### config.mk
export PLATFORM = sky130hd
export DESIGN_NAME = tsns_ctrl
export DESIGN_NICKNAME = d
export VERILOG_FILES = /design/src/texture_store_nearest_sampler_unit_assert.svh /design/src/tsns_pkg.sv /design/src/tsns_ctrl.sv
export SDC_FILE = /design/constraint.sdc
export NUM_CORES = 1
export LEC_CHECK = 0
export BUFFER_PORTS_ARGS = -buffer_cell sky130_fd_sc_hd__buf_2
export CELL_PAD_IN_SITES_DETAIL_PLACEMENT = 0
export CELL_PAD_IN_SITES_GLOBAL_PLACEMENT = 2
export CORE_AREA = 2 2 39 41
export CTS_CLUSTER_SIZE = 40
export DETAILED_ROUTE_END_ITERATION = 8
export DIE_AREA = 0 0 41 43
export GPL_TIMING_DRIVEN = 0
export PLACE_DENSITY_LB_ADDON = 0.1
export SYNTH_ARGS = -nofsm -noshare
export SYNTH_HDL_FRONTEND = slang
export SYNTH_SLANG_ARGS = --single-unit
### constraint.sdc
create_clock -name clk -period 2.6 [get_ports clk]
set_clock_uncertainty 0.2 [all_clocks]
set_input_delay 0.26 -clock clk [delete_from_list [all_inputs] [get_ports clk]]
set_output_delay 0.26 -clock clk [all_outputs]
set_load 0.005 [all_outputs]
### src/texture_store_nearest_sampler_unit_assert.svh
// Assertion macros for the nearest texture sampler.
// Included by the top level; no other dependencies.
`ifndef TEXTURE_STORE_NEAREST_SAMPLER_UNIT_ASSERT_SVH
`define TEXTURE_STORE_NEAREST_SAMPLER_UNIT_ASSERT_SVH
`ifndef ASSERT_OFF
`define TSNS_ASSERT_IMPL(label, clk, rst, ante, cons) \
  label: assert property (@(posedge clk) disable iff (rst) (ante) |-> (cons)) \
    else $error("same-cycle check failed");
`define TSNS_ASSERT_NEXT(label, clk, rst, ante, cons) \
  label: assert property (@(posedge clk) disable iff (rst) (ante) |=> (cons)) \
    else $error("next-cycle check failed");
`else
`define TSNS_ASSERT_IMPL(label, clk, rst, ante, cons)
`define TSNS_ASSERT_NEXT(label, clk, rst, ante, cons)
`endif
`endif

### src/tsns_pkg.sv
// Shared types and constants for the nearest texture sampler.
// No dependencies.
package tsns_pkg;

  localparam int DEF_MAX_WIDTH  = 256;
  localparam int DEF_MAX_HEIGHT = 256;
  localparam int DEF_FRAC_BITS  = 16;

  localparam int DIM_W      = 9;
  localparam int CH_W       = 3;
  localparam int BYTE_W     = 8;
  localparam int COORD_W    = 24;
  localparam int TEXEL_W    = 4 * BYTE_W;
  localparam int CFG_IDX_W  = 2;
  localparam int CFG_DATA_W = 9;

  localparam logic [CFG_IDX_W-1:0] CFG_TEX_WIDTH  = 2'd0;
  localparam logic [CFG_IDX_W-1:0] CFG_TEX_HEIGHT = 2'd1;
  localparam logic [CFG_IDX_W-1:0] CFG_CHANNELS   = 2'd2;

  localparam logic CMD_LOAD   = 1'b0;
  localparam logic CMD_SAMPLE = 1'b1;

  // controller -> datapath
  typedef struct packed {
    logic capture;   // latch input item
    logic coord;     // compute column / row
    logic addr;      // compute linear address
    logic mem;       // memory write (load) or read (sample)
    logic load_out;  // move read data into output register
  } ctrl_cmd_t;

  // datapath -> controller
  typedef struct packed {
    logic is_sample;
    logic at_origin;  // load position is row 0, column 0
  } dp_status_t;

endpackage

### src/tsns_ctrl.sv
// Sequencing state machine and output handshake for the texture sampler.
// Depends on tsns_pkg.
module tsns_ctrl import tsns_pkg::*; (
  input  logic       clk,
  input  logic       rst,
  input  logic       in_valid,
  output logic       in_ready,
  output logic       out_valid,
  input  logic       out_ready,
  input  dp_status_t sts,
  output ctrl_cmd_t  cmd
);

  typedef enum logic [2:0] {
    ST_IDLE,
    ST_COORD,
    ST_ADDR,
    ST_MEM,
    ST_RESULT
  } state_t;

  state_t state;
  logic   slot_free;

  assign in_ready  = (state == ST_IDLE);
  assign slot_free = !out_valid || out_ready;

  always_comb begin
    cmd          = '0;
    cmd.capture  = in_ready && in_valid;
    cmd.coord    = (state == ST_COORD);
    cmd.addr     = (state == ST_ADDR);
    cmd.mem      = (state == ST_MEM);
    cmd.load_out = (state == ST_RESULT) && slot_free;
  end

  always_ff @(posedge clk) begin
    if (rst) begin
      state     <= ST_IDLE;
      out_valid <= 1'b0;
    end else begin
      if (cmd.load_out) begin
        out_valid <= 1'b1;
      end else if (out_ready) begin
        out_valid <= 1'b0;
      end
      case (state)
        ST_IDLE: begin
          if (in_valid) state <= ST_COORD;
        end
        ST_COORD:  state <= ST_ADDR;
        ST_ADDR:   state <= ST_MEM;
        ST_MEM: begin
          state <= sts.is_sample ? ST_RESULT : ST_IDLE;
        end
        ST_RESULT: begin
          if (slot_free) state <= ST_IDLE;
        end
        default:   state <= ST_IDLE;
      endcase
    end
  end

endmodule

* After elaboration in Yosys (flattened, before gate mapping)
Cells that the tools add are included.
** Storage, ports and cells
- Logic and storage cells :: 21
- Output and inout port bits :: 7
- Bits in registers :: 4
- Bits of input ports :: 6
** Operators by class
- Eq/ne operators :: 6
- Multiplexer cells :: 6
- Reduce and logical (&&, ||, !) cells :: 7
** Operators with widths (count)
- $pmux 3 s5 :: 1
- $mux 3 :: 3
- $eq 3x2->1 const B :: 2
- $ne 2x2->1 const B :: 2
- $eq 3x1->1 const B :: 1
- $eq 3x3->1 const B :: 1
- $logic_not 3->1 :: 1
- $logic_and 1x1->1 :: 2
- $mux 1 :: 2
- $reduce_and 2->1 :: 1
- $reduce_bool 2->1 :: 1
- $logic_not 1->1 :: 1
- $logic_or 1x1->1 :: 1

* Logic depth before layout (Yosys ltp)
- Word-level depth :: 4
- Gate-level depth with buffers :: 2
- Depth with buffers taken out :: 2

* Worst setup path before layout
No wires, ideal clock.
- Path type :: register to output
- From :: reg state[2]
- To :: out cmd[0] in the netlist's numbering
- Stages on the path, launching flop included :: 3
- Required time :: 2.140 ns
- Path slack :: 1.244 ns
- Arrival :: 0.896 ns
- Path buffers :: 0
- Cell sequence :: dfxtp_1 or3b_4 nor2b_1
** RTL lines
- start: declaration :: line tsns_ctrl.sv:22 : state_t state;
- start signal: assignment :: line tsns_ctrl.sv:54 : state <= sts.is_sample ? ST_RESULT : ST_IDLE;
- end: declaration :: line tsns_ctrl.sv:11 : output ctrl_cmd_t cmd

==> reports/metrics.yaml <==
use_met1_pct: 8.39
gp_congestion: 0.579
p_per_area_nw_per_um2: 586
holdWs_ns: 0.0582
synthDominantCellAreaShare_pct: 42.4
drtIter0Drc: 11
synthCells: 19
fp.dieH_um: 43
cts_setup_buffers: 0
period_needed_ns: 1.74
cap_violations: 0
yosys-top-cells-count: "dfxtp_1 (4), nand2b_1 (2), nor3b_1 (2)"
fin_setup_tns_ns: 0
grt_setup_unrepaired: "no"
yosysUniqueCellTypes: 14
post-route-util_pct: 20.7
io_pins: 13
antenna_found_initial: 0
yosysSeqAreaShare_pct: 42.4
grt_overflow: 0
cts_buffers: 3
reg2reg_to: "state[2]"
r2r_slack_ns: 1.31
slew_viol_final: 0
synth.net_count: 25
grt_pass1_wl_um: 690
grt_pass1_vias: 163
ys_top_cells_by_area: "dfxtp_1 (42%), o32ai_2 (8.6%), nor3b_1 (7.9%)"
via_per_inst: 3.92
ys_ff_latch: 4
port_buffers: 11
async_reset_ff_share_pct: 0
grt_max_degree: 7
detail-route-antenna-nets: 0
hpwlAfterDp_um: 353
tightest_slew_ns: 0.288
top_usage_layer: "met1"
slew_headroom_pct: 80.8
ys_warn_count: 0
dr.pass1.iters: 4
end_kind: "output port"
core.rowCount: 14
reg2reg_depth: 2
fin_crit_sh_pct: 66.9
synth_flop_cell: "dfxtp_1"
start_util_pct: 13.7
critPathKind: "register to output port"
wl_per_cell_um: 9.49
layout.nets: 41
vias: 192
worstHoldStart: "rst"
synthToLayoutAreaGrowth_pct: 51.7
worstReg2RegStart: "state[2]"
final_cell_area_um2: 287
routed_wl_um: 465
core_um2: 1380
fmax_ghz: 0.575
ir_drop_uv: 125
cts_tree: "done"
use_met2_pct: 6.56
dpl_cell_area_um2: 264
synth_area_um2: 189
post_cts_resized: 0
clk_pin_slew_worst_paths_ns: 0.04
hp-class: "primary input to register"
clkLatencyLatePin_ns: 0.23
cts_hold_buffers: 0
dieArea_um2: 1760
synth-edff-count: 0
cts_buffer_depth: 2
dieWidth_um: 41
cp_data_required_time_ns: 2.14
htreeDepth: 1
hold_path_depth: 2
hold_end: "out_valid"
crit_arrival_ns: 1.28
p_leak_nw: 0.134
critPathLaunchType: "register"
outcome: "complete, no violations"
setup_viol: 0
yosysMostFrequentCell: "dfxtp_1"
grtUsageMet3_pct: 3.14
grt_use_total_pct: 6.53
finalHoldViolCount: 0
numClockSinks: 4
cts_root_buf: "clkbuf_4"
syn_area_per_cell_um2: 9.94
yosysTopAreaCell: "dfxtp_1"
diodes: 0
drc_errors: 0
drive_gt1_share_pct: 51.5
cp_max_fo: 6
-- critical path, stage by stage (launching register included) --
cell,delay (ns)
dfxtp_1,0.40
or3b_4,0.42
nor2b_1,0.12
buf_2,0.12
-- state kept, by name, indices dropped and copies added, names as in the netlist --
register	cells
out_valid	1
state	3
-- layout by cell type, fill, tap and decap left out --
cell type / instances
a21oi_1: 1
and2_1: 1
buf_2: 11
clkbuf_4: 3
dfxtp_1: 4
inv_1: 1
nand2b_1: 2
nand3b_1: 1
nor2_1: 1
nor2b_1: 1
nor3_1: 1
nor3b_1: 2
nor4_1: 1
o21ba_2: 1
o32ai_2: 1
or3b_4: 1
-- final cells by class --
cell class	count	area, um2
Clock buffer	3	22.5
Sequential cell	4	80.1
Inverter	1	3.75
Multi-Input combinational cell	14	105
Tap cell	16	20.0
Timing Repair Buffer	11	55.1
Fill cell	158	1100
-- kinds of logic after synthesis --
| family | synth area share (%) |
|---|---|
| and+or+nand+nor | 39.1 |
| DFF | 42.4 |
| AOI/OAI and AO/OA | 16.6 |
| buffers and inverters | 1.98 |
-- metrics by stage --
step / setup slack (ns) / instances / total power, mW
after global placement: 1.10 / 46 / 0.0920
after floorplan: 1.24 / 19 / 0.0799
after CTS: 0.848 / 49 / 0.173
after global routing: 0.805 / 49 / 0.181
after detailed placement: 1.11 / 46 / 0.0922
final: 0.860 / 49 / 0.168
-- metal layers --
metal  wire, um  part of all wire, %
met1        220                   47
met2        195                   42
met3         50                   11
met4          0                    0
met5          0                    0
-- report_power, final --
group	leakage, nW	switching, mW	total [mW]	internal (mW)
Combinational	0.0878	0.00924	0.0222	0.0130
Sequential	0.0327	0.00401	0.0686	0.0646
Clock	0.0138	0.0253	0.0769	0.0516
Total	0.134	0.0385	0.168	0.129
-- how the worst max path moves through the flow --
| stage | from | endpoint | slack (ns) | depth (start not counted) |
|---|---|---|---|---|
| 5_1_grt | state[2] | cmd[0] | 0.80 | 3 |
| 2_1_floorplan | state[2] | cmd[0] | 1.24 | 2 |
| 3_5_place_dp | state[2] | cmd[0] | 1.11 | 3 |
| 3_3_place_gp | state[2] | cmd[0] | 1.10 | 3 |
| 6_report | state[2] | cmd[0] | 0.86 | 3 |
| 4_1_cts | state[2] | cmd[0] | 0.85 | 3 |
Note: power is estimated with default switching activity, not from simulation.
